<file path="config.mk">
export PLATFORM = sky130hd
export DESIGN_NAME = cd_text_pack_framer
export DESIGN_NICKNAME = d
export VERILOG_FILES = /design/src/ctp_pkg.sv /design/src/cd_text_pack_framer.sv /design/src/ctp_ram.sv /design/src/ctp_emitter.sv
export SDC_FILE = /design/constraint.sdc
export NUM_CORES = 1
export LEC_CHECK = 0
export ABC_CLOCK_PERIOD_IN_PS = 13600
export BUFFER_PORTS_ARGS = -buffer_cell sky130_fd_sc_hd__clkbuf_2
export CORE_MARGIN = 5
export CORE_UTILIZATION = 36
export DETAILED_ROUTE_END_ITERATION = 8
export GPL_TIMING_DRIVEN = 0
export PLACE_DENSITY_LB_ADDON = 0.3
export SYNTH_ARGS = -nofsm -noshare
export SYNTH_HDL_FRONTEND = slang
export SYNTH_SLANG_ARGS = --single-unit
</file>
<file path="constraint.sdc">
create_clock -name clk -period 13.6 [get_ports clk]
set_input_delay 2.04 -clock clk [delete_from_list [all_inputs] [get_ports clk]]
set_output_delay 2.04 -clock clk [all_outputs]
set_load 0.03 [all_outputs]
</file>
<file path="src/ctp_pkg.sv">
package ctp_pkg;

  localparam int unsigned PACK_TEXT_BYTES = 12;
  localparam int unsigned PACK_HEAD_TEXT  = 16;
  localparam int unsigned PACK_TOTAL      = 18;

  localparam int unsigned RAM_WIDTH = 8;
  localparam int unsigned RAM_DEPTH = 32;
  localparam int unsigned RAM_AW    = $clog2(RAM_DEPTH);

  localparam logic [1:0] OP_TEXT    = 2'd0;
  localparam logic [1:0] OP_FLUSH   = 2'd1;
  localparam logic [1:0] OP_RESTART = 2'd2;

  localparam logic       REG_CRC_POLY   = 1'b0;
  localparam logic [15:0] CRC_POLY_RESET = 16'h1021;
  localparam logic [15:0] CRC_INVERT     = 16'hFFFF;

  localparam logic [3:0] FILL_LAST   = 4'(PACK_TEXT_BYTES - 1);
  localparam logic [3:0] FILL_FULL   = 4'(PACK_TEXT_BYTES);
  localparam logic [3:0] CHAR_POS_MAX = 4'd15;

  localparam logic [4:0] IDX_TEXT_FIRST = 5'd4;
  localparam logic [4:0] IDX_READ_FIRST = 5'd3;
  localparam logic [4:0] IDX_READ_LAST  = 5'(PACK_HEAD_TEXT - 2);
  localparam logic [4:0] IDX_CRC_HI     = 5'(PACK_HEAD_TEXT);
  localparam logic [4:0] IDX_LAST       = 5'(PACK_TOTAL - 1);

  typedef struct packed {
    logic       valid;
    logic [7:0] ptype;
    logic [7:0] track;
    logic [7:0] seq;
    logic [3:0] pos;
    logic [3:0] count;
    logic       bank;
  } ctp_emit_req_t;

  function automatic logic [15:0] crc_byte(input logic [15:0] crc_in,
                                           input logic [7:0]  data,
                                           input logic [15:0] poly);
    logic [15:0] c;
    c = crc_in ^ {data, 8'h00};
    for (int b = 0; b < 8; b++) begin
      if (c[15]) begin
        c = {c[14:0], 1'b0} ^ poly;
      end else begin
        c = {c[14:0], 1'b0};
      end
    end
    return c;
  endfunction

endpackage

</file>
<file path="src/cd_text_pack_framer.sv">
// CD-Text pack framer.
// The input stream carries one word per text character: in_tuser holds the
// operation (text byte, flush or restart) and in_tdata the pack type, track
// number and character. Every twelve text bytes form one 18-byte pack that
// leaves on the output stream one byte per word, header first, the inverted
// CRC-16 last, with out_tlast on the low CRC byte. A flush sends a partly
// filled pack padded with zeros; a restart clears the sequence number.
// Text bytes are written into a two-bank buffer memory, so a new pack fills
// one bank while the other is read out. Accepting the word that completes a
// pack starts the emitter, which then registers the pack bytes into the output
// word one byte per cycle while the receiver is ready. A word that would
// complete a pack waits while the previous pack is still being sent. When the
// receiver stalls, the output word holds and the pack readout pauses. The CRC
// polynomial register (address 0) resets to 0x1021; the user must write it
// only while the block is idle, and the block itself does not enforce this.
// Synchronous reset clears all counters and drops any pack in progress.
module cd_text_pack_framer import ctp_pkg::*; (
  input  logic        clk,
  input  logic        rst_n,
  input  logic        in_tvalid,
  output logic        in_tready,
  input  logic [23:0] in_tdata,   // pack_type, track_number, text_byte
  input  logic [1:0]  in_tuser,   // operation
  output logic        out_tvalid,
  input  logic        out_tready,
  output logic [7:0]  out_tdata,  // pack_byte
  output logic        out_tlast,  // last_of_pack
  input  logic        cfg_psel,
  input  logic        cfg_penable,
  input  logic        cfg_pwrite,
  input  logic [2:0]  cfg_paddr,
  input  logic [31:0] cfg_pwdata,
  output logic [31:0] cfg_prdata,
  output logic        cfg_pready
);

  logic [15:0] crc_poly_r;
  logic [3:0]  fill_r, fill_nxt;
  logic [7:0]  ftype_r, ftype_nxt, ftrack_r, ftrack_nxt;
  logic [3:0]  fpos_r, fpos_nxt;
  logic [7:0]  seq_r, seq_nxt;
  logic [3:0]  scc_r, scc_nxt;
  logic        wbank_r, wbank_nxt;

  logic [1:0]  op;
  logic [7:0]  in_type, in_track, in_char;
  logic        would_emit, in_accept, emit_busy;
  logic        wr_en;
  ctp_emit_req_t req;

  logic                 rd_en;
  logic [RAM_AW-1:0]    rd_addr;
  logic [RAM_WIDTH-1:0] rd_data;

  assign op       = in_tuser;
  assign in_type  = in_tdata[7:0];
  assign in_track = in_tdata[15:8];
  assign in_char  = in_tdata[23:16];

  assign would_emit = ((op == OP_TEXT) && (fill_r == FILL_LAST)) ||
                      ((op == OP_FLUSH) && (fill_r != 4'd0));
  assign in_tready  = !emit_busy || !would_emit;
  assign in_accept  = in_tvalid && in_tready;
  assign wr_en      = in_accept && (op == OP_TEXT);

  assign cfg_pready = 1'b1;
  assign cfg_prdata = (cfg_paddr[2] == REG_CRC_POLY) ? {16'h0000, crc_poly_r} : 32'h0;

  always_ff @(posedge clk) begin
    if (!rst_n) begin
      crc_poly_r <= CRC_POLY_RESET;
    end else if (cfg_psel && cfg_penable && cfg_pwrite && cfg_pready &&
                 (cfg_paddr[2] == REG_CRC_POLY)) begin
      crc_poly_r <= cfg_pwdata[15:0];
    end
  end

  always_comb begin
    fill_nxt   = fill_r;
    ftype_nxt  = ftype_r;
    ftrack_nxt = ftrack_r;
    fpos_nxt   = fpos_r;
    seq_nxt    = seq_r;
    scc_nxt    = scc_r;
    wbank_nxt  = wbank_r;
    req.valid  = 1'b0;
    req.ptype  = ftype_r;
    req.track  = ftrack_r;
    req.seq    = seq_r;
    req.pos    = fpos_r;
    req.count  = fill_r;
    req.bank   = wbank_r;
    if (in_accept) begin
      case (op)
        OP_TEXT: begin
          if (fill_r == 4'd0) begin
            ftype_nxt  = in_type;
            ftrack_nxt = in_track;
            fpos_nxt   = scc_r;
          end
          if (in_char == 8'h00) begin
            scc_nxt = 4'd0;
          end else if (scc_r != CHAR_POS_MAX) begin
            scc_nxt = scc_r + 4'd1;
          end
          if (fill_r == FILL_LAST) begin
            req.valid = 1'b1;
            req.count = FILL_FULL;
            seq_nxt   = seq_r + 8'd1;
            fill_nxt  = 4'd0;
            wbank_nxt = !wbank_r;
          end else begin
            fill_nxt = fill_r + 4'd1;
          end
        end
        OP_FLUSH: begin
          if (fill_r != 4'd0) begin
            req.valid = 1'b1;
            seq_nxt   = seq_r + 8'd1;
            wbank_nxt = !wbank_r;
          end
          fill_nxt = 4'd0;
          scc_nxt  = 4'd0;
        end
        OP_RESTART: begin
          seq_nxt    = 8'd0;
          fill_nxt   = 4'd0;
          scc_nxt    = 4'd0;
          ftype_nxt  = 8'd0;
          ftrack_nxt = 8'd0;
          fpos_nxt   = 4'd0;
        end
        default: begin
        end
      endcase
    end
  end

  always_ff @(posedge clk) begin
    if (!rst_n) begin
      fill_r   <= 4'd0;
      ftype_r  <= 8'd0;
      ftrack_r <= 8'd0;
      fpos_r   <= 4'd0;
      seq_r    <= 8'd0;
      scc_r    <= 4'd0;
      wbank_r  <= 1'b0;
    end else begin
      fill_r   <= fill_nxt;
      ftype_r  <= ftype_nxt;
      ftrack_r <= ftrack_nxt;
      fpos_r   <= fpos_nxt;
      seq_r    <= seq_nxt;
      scc_r    <= scc_nxt;
      wbank_r  <= wbank_nxt;
    end
  end

  ctp_ram #(
    .WIDTH (RAM_WIDTH),
    .DEPTH (RAM_DEPTH)
  ) u_text_ram (
    .clk     (clk),
    .wr_en   (wr_en),
    .wr_addr ({wbank_r, fill_r}),
    .wr_data (in_char),
    .rd_en   (rd_en),
    .rd_addr (rd_addr),
    .rd_data (rd_data)
  );

  ctp_emitter u_emitter (
    .clk        (clk),
    .rst_n      (rst_n),
    .req        (req),
    .crc_poly   (crc_poly_r),
    .busy       (emit_busy),
    .rd_en      (rd_en),
    .rd_addr    (rd_addr),
    .rd_data    (rd_data),
    .out_tvalid (out_tvalid),
    .out_tready (out_tready),
    .out_tdata  (out_tdata),
    .out_tlast  (out_tlast)
  );

`ifndef SYNTHESIS
  a_fill_range: assert property (@(posedge clk) disable iff (!rst_n)
    fill_r <= FILL_LAST)
    else $error("text buffer fill count out of range");
  a_bank_swap: assert property (@(posedge clk) disable iff (!rst_n)
    req.valid |=> (wbank_r != $past(wbank_r)) && (fill_r == 4'd0))
    else $error("buffer bank not swapped after a pack request");
  a_no_read_of_fill_bank: assert property (@(posedge clk) disable iff (!rst_n)
    rd_en && wr_en |-> (rd_addr[RAM_AW-1] != wbank_r))
    else $error("pack readout collides with the bank being filled");
`endif

endmodule

</file>
<file path="src/ctp_ram.sv">
module ctp_ram #(
  parameter int unsigned WIDTH = 8,
  parameter int unsigned DEPTH = 32
) (
  input  logic                     clk,
  input  logic                     wr_en,
  input  logic [$clog2(DEPTH)-1:0] wr_addr,
  input  logic [WIDTH-1:0]         wr_data,
  input  logic                     rd_en,
  input  logic [$clog2(DEPTH)-1:0] rd_addr,
  output logic [WIDTH-1:0]         rd_data
);

  logic [WIDTH-1:0] mem [DEPTH];
  logic [WIDTH-1:0] rd_data_r;

  always_ff @(posedge clk) begin
    if (wr_en) begin
      mem[wr_addr] <= wr_data;
    end
    if (rd_en) begin
      rd_data_r <= mem[rd_addr];
    end
  end

  assign rd_data = rd_data_r;

endmodule

</file>
<file path="src/ctp_emitter.sv">
module ctp_emitter import ctp_pkg::*; (
  input  logic                clk,
  input  logic                rst_n,
  input  ctp_emit_req_t       req,
  input  logic [15:0]         crc_poly,
  output logic                busy,
  output logic                rd_en,
  output logic [RAM_AW-1:0]   rd_addr,
  input  logic [RAM_WIDTH-1:0] rd_data,
  output logic                out_tvalid,
  input  logic                out_tready,
  output logic [7:0]          out_tdata,  // pack_byte
  output logic                out_tlast   // last_of_pack
);

  logic        active_r, active_nxt;
  logic [4:0]  idx_r, idx_nxt;
  logic [15:0] crc_r, crc_nxt;
  logic [7:0]  ptype_r, track_r, seq_r;
  logic [3:0]  pos_r, count_r;
  logic        bank_r;
  logic        out_valid_r, out_valid_nxt;
  logic [7:0]  out_data_r;
  logic        out_last_r;
  logic        advance;
  logic [7:0]  byte_val;
  logic [3:0]  text_idx;
  logic [4:0]  read_idx;

  assign advance  = active_r && (!out_valid_r || out_tready);
  assign text_idx = 4'(idx_r - IDX_TEXT_FIRST);
  assign read_idx = idx_r - IDX_READ_FIRST;
  assign rd_en    = advance && (idx_r >= IDX_READ_FIRST) && (idx_r <= IDX_READ_LAST);
  assign rd_addr  = {bank_r, read_idx[3:0]};

  always_comb begin
    if (idx_r == 5'd0) begin
      byte_val = ptype_r;
    end else if (idx_r == 5'd1) begin
      byte_val = track_r;
    end else if (idx_r == 5'd2) begin
      byte_val = seq_r;
    end else if (idx_r == IDX_READ_FIRST) begin
      byte_val = {4'b0000, pos_r};
    end else if (idx_r == IDX_CRC_HI) begin
      byte_val = ~crc_r[15:8];
    end else if (idx_r == IDX_LAST) begin
      byte_val = ~crc_r[7:0];
    end else if (text_idx < count_r) begin
      byte_val = rd_data;
    end else begin
      byte_val = 8'h00;
    end
  end

  always_comb begin
    active_nxt    = active_r;
    idx_nxt       = idx_r;
    crc_nxt       = crc_r;
    out_valid_nxt = out_valid_r && !out_tready;
    if (req.valid) begin
      active_nxt = 1'b1;
      idx_nxt    = 5'd0;
      crc_nxt    = 16'h0000;
    end else if (advance) begin
      out_valid_nxt = 1'b1;
      idx_nxt       = idx_r + 5'd1;
      if (idx_r < IDX_CRC_HI) begin
        crc_nxt = crc_byte(crc_r, byte_val, crc_poly);
      end
      if (idx_r == IDX_LAST) begin
        active_nxt = 1'b0;
      end
    end
  end

  always_ff @(posedge clk) begin
    if (!rst_n) begin
      active_r    <= 1'b0;
      idx_r       <= 5'd0;
      out_valid_r <= 1'b0;
    end else begin
      active_r    <= active_nxt;
      idx_r       <= idx_nxt;
      out_valid_r <= out_valid_nxt;
    end
    crc_r <= crc_nxt;
    if (req.valid) begin
      ptype_r <= req.ptype;
      track_r <= req.track;
      seq_r   <= req.seq;
      pos_r   <= req.pos;
      count_r <= req.count;
      bank_r  <= req.bank;
    end
    if (advance) begin
      out_data_r <= byte_val;
      out_last_r <= (idx_r == IDX_LAST);
    end
  end

  assign busy       = active_r;
  assign out_tvalid = out_valid_r;
  assign out_tdata  = out_data_r;
  assign out_tlast  = out_last_r;

`ifndef SYNTHESIS
  a_req_when_idle: assert property (@(posedge clk) disable iff (!rst_n)
    req.valid |-> !active_r)
    else $error("pack request while a pack is still being sent");
  a_last_byte: assert property (@(posedge clk) disable iff (!rst_n)
    advance && (idx_r == IDX_LAST) |=> out_tvalid && out_tlast && !active_r)
    else $error("final pack word not marked as last");
  a_idx_range: assert property (@(posedge clk) disable iff (!rst_n)
    active_r |-> (idx_r <= IDX_LAST))
    else $error("pack byte index out of range");
  a_count_range: assert property (@(posedge clk) disable iff (!rst_n)
    active_r |-> (count_r != 4'd0) && (count_r <= FILL_FULL))
    else $error("pack started without text");
`endif

endmodule

</file>
==> summary.txt <==
Setup path
  • Reg2reg path depth: 23
  • CP max-delay cell: buf_1
  • Critical path's most frequent cell: clkbuf_1
  • Max stage delay on crit path: about 0.67 ns
  • Startpoint types: flop
  • Data arrival, critical path: slightly above 8 ns
  • Critical path fanouts, max: 10
  • CP required: approximately 14 ns
  • Critical Setup Path Class: reg -> reg
  • Worst Setup End Kind: flop
  • Critical path cell sequence: clkbuf_1, buf_1, clkbuf_1, inv_1, ha_1, buf_2, nand4b_1, o211a_1, nor3_1, a21oi_1, nand2_1, o31ai_1, o2111ai_1, xnor3_1, or3_4, a211oi_2, o21bai_1, xnor2_1, clkbuf_1, nand2_1, xor2_1, and4_1, nor3_1

Synthesis
  • Synth top area share: 50.7%
  • Top_reg_cell synth: edfxtp_1
  • Synth Register Bits: ~380
  • Synth area leaders: edfxtp_1, mux4_2, dfxtp_1
  • Number of synthesized flops with an enable pin: 306
  • Cell variety after synth: approximately 90
  • Ys async rst share: 0%
  • Mapped Cells: approximately 1400
  • Seq/Total Area, Yosys: roughly three fifths
  • Avg Cell Area, Syn: about 13 um^2
  • Mapped cell area: approximately 18000 um^2
  • Ys Warns: 0
  • Cell taking the most area after synthesis: edfxtp_1

Routing
  • Drt wl/cell: 20.0 um
  • Post-route ant nets: 0
  • Vias/cell: a little over 5
  • Via count: 11300
  • First DRT Iteration DRCs: 984
  • Drt pass-1 iters: 5
  • # DRC: 0
  • Routed wire length: approximately 44000 um

Placement
  • IO buf count: 75
  • Hpwl dp: ~31000 um
  • RePlAce Congestion: 0.905

Min path
  • Worst Hold Path Cells: 0
  • Path type of the worst min-delay path: reg -> reg

Timing
  • Final setup skew: roughly 0.022 ns
  • Fin crit period: 7.81 ns
  • Slew Limit Fails: 0
  • Final setup TNS: 0 ns
  • Fmax: 0.128 GHz
  • Slew margin rel.: between 20 and 25%
  • # setup viols final: 0
  • Period utilization: a little under three fifths
  • Final hold vios: 0
  • RSZ-0062 raised after global routing: no
  • Worst Max-Slew Pin Slew: 1.17 ns

Floorplan
  • IO Pins: roughly 110
  • Die area: around 55000 um^2
  • Die Span X: approximately 230 um
  • Die Height: approximately 230 um
  • FP Rows: 82
  • Initial Util: a little over a third
  • Core region area: ~50000 um^2

Cells and area
  • Largest reg by FF count: u_text_ram.mem
  • Number of flip-flops in the largest register: about 260
  • Commonest non-fill, non-tap cells in the layout: edfxtp_1, nand2_1, nor2_1
  • Commonest non-fill, non-tap cell in the layout: edfxtp_1
  • Ratio of cells with drive above 1 in the final layout: between 10% and 20%
  • N_diodes: 0
  • Synth-to-Final Area Change: 14.1%
  • Biggest regs: u_text_ram.mem x256, crc_poly_r x16, u_emitter.crc_r x16
  • Layout Utilization: around 41%
  • Nets@finish: 1586

Clock network
  • CTS Sinks: about 380
  • CTS resizes: 0
  • Number of H-tree levels: 2
  • Hold_buf cts: 0
  • Num CTS Buffers: 41
  • Postcts setup bufs: 0
  • Clock Latency Late Sink: ~0.56 ns
  • CTS tree: done
  • Clk pin slew, worst setup/hold paths: approximately 0.07 ns
  • Root buffer cell: clkbuf_16
  • CTS Buffer Depth: 3

GRT
  • Global route hottest layer: met2
  • Vias in the first global route: ~11000
  • Global-route usage over all layers: between 10% and 20%
  • First-pass GRT wire length: about 68000 um
  • GR Util met3: between 2 and 3%
  • Largest net degree at the start of global routing: 34
  • Initial antenna violation count: 1
  • Met2 usage: around 26%
  • Global route total overflow: 0
  • Met1 usage: 22.6%

Power and ir drop
  • Power density over the cells: approximately 130 nW/um^2
  • Peak supply drop: 111 uV
  • Leakage: 0.00677 uW

Run
  • Maxcap violations: 0

Status
  • Outcome: completed
final timing paths:
path                              startpoint                                to  slack (ns)
max          u_emitter.idx_r[0]$_SDFFE_PP0P_  u_emitter.crc_r[13]$_SDFFE_PP0P_        5.79
min                   fpos_r[3]$_SDFFE_PN0P_      u_emitter.pos_r[3]$_DFFE_PP_        0.44
max reg2reg  u_emitter.idx_r[0]$_SDFFE_PP0P_  u_emitter.crc_r[13]$_SDFFE_PP0P_        5.79
min reg2reg           fpos_r[3]$_SDFFE_PN0P_      u_emitter.pos_r[3]$_DFFE_PP_        0.44
cell usage after synthesis, types with 22 or more instances:
cell type / instances
nor3b_1: 22
edfxtp_1: 306
inv_1: 29
o21ai_0: 43
dfxtp_1: 76
nand2_1: 156
clkbuf_1: 66
xnor2_1: 87
xor2_1: 28
nor2_1: 90
nor2b_1: 40
a21oi_1: 53
mux4_2: 80
cell families after synthesis:
family / share of synthesized area, %
xor+xnor: 6.44
simple gates: 11.3
buf+inv: 3.20
mux: 10.8
fa+ha+maj: 1.31
other cells: 0.0415
compound gates: 7.81
flops: 59.1
report_power, final:
group	internal, uW	switching [uW]
clock	564	473
combinational	150	224
sequential	1280	18.7
total	1990	715
cell type report:
cell class	instances	area (um^2)
Multi-Input combinational cell	869	6880
Fill cell	4668	29300
Sequential cell	382	10700
Clock buffer	46	1040
Tap cell	672	841
Buffer	98	464
Timing Repair Buffer	76	403
Inverter	31	116
Clock inverter	29	210
routing by layer:
metal	share of wire, %	wire [um]
met1	45	19800
met3	5.8	2550
met4	2.8	1260
met5	0	0
met2	47	20600
critical path, delay by kind of cell, from the launching register on:
kind | cells | cell delay, ns
DFF | 1 | 0.36
xor gates and xnor gates | 3 | 0.97
adders and majority gates | 1 | 0.30
buffers and inverters | 6 | 2.53
AOI/OAI and AO/OA | 6 | 2.03
and+or+nand+nor | 7 | 1.50
stage by stage:
step                setup WS (ns)  instances  instance area (um^2)  hold slack, ns  total power, uW
detailed placement           5.90       2128                 19400           0.418             1690
global placement             5.87       2127                 19400           0.415             1690
floorplan                    7.62       1380                 18200           0.406             1590
global route                 5.10       2203                 20700           0.439             2820
finish                       5.79       2203                 20700           0.438             2710
CTS                          5.83       2203                 20700           0.435             2730
Power figures use the tool's default switching activity.
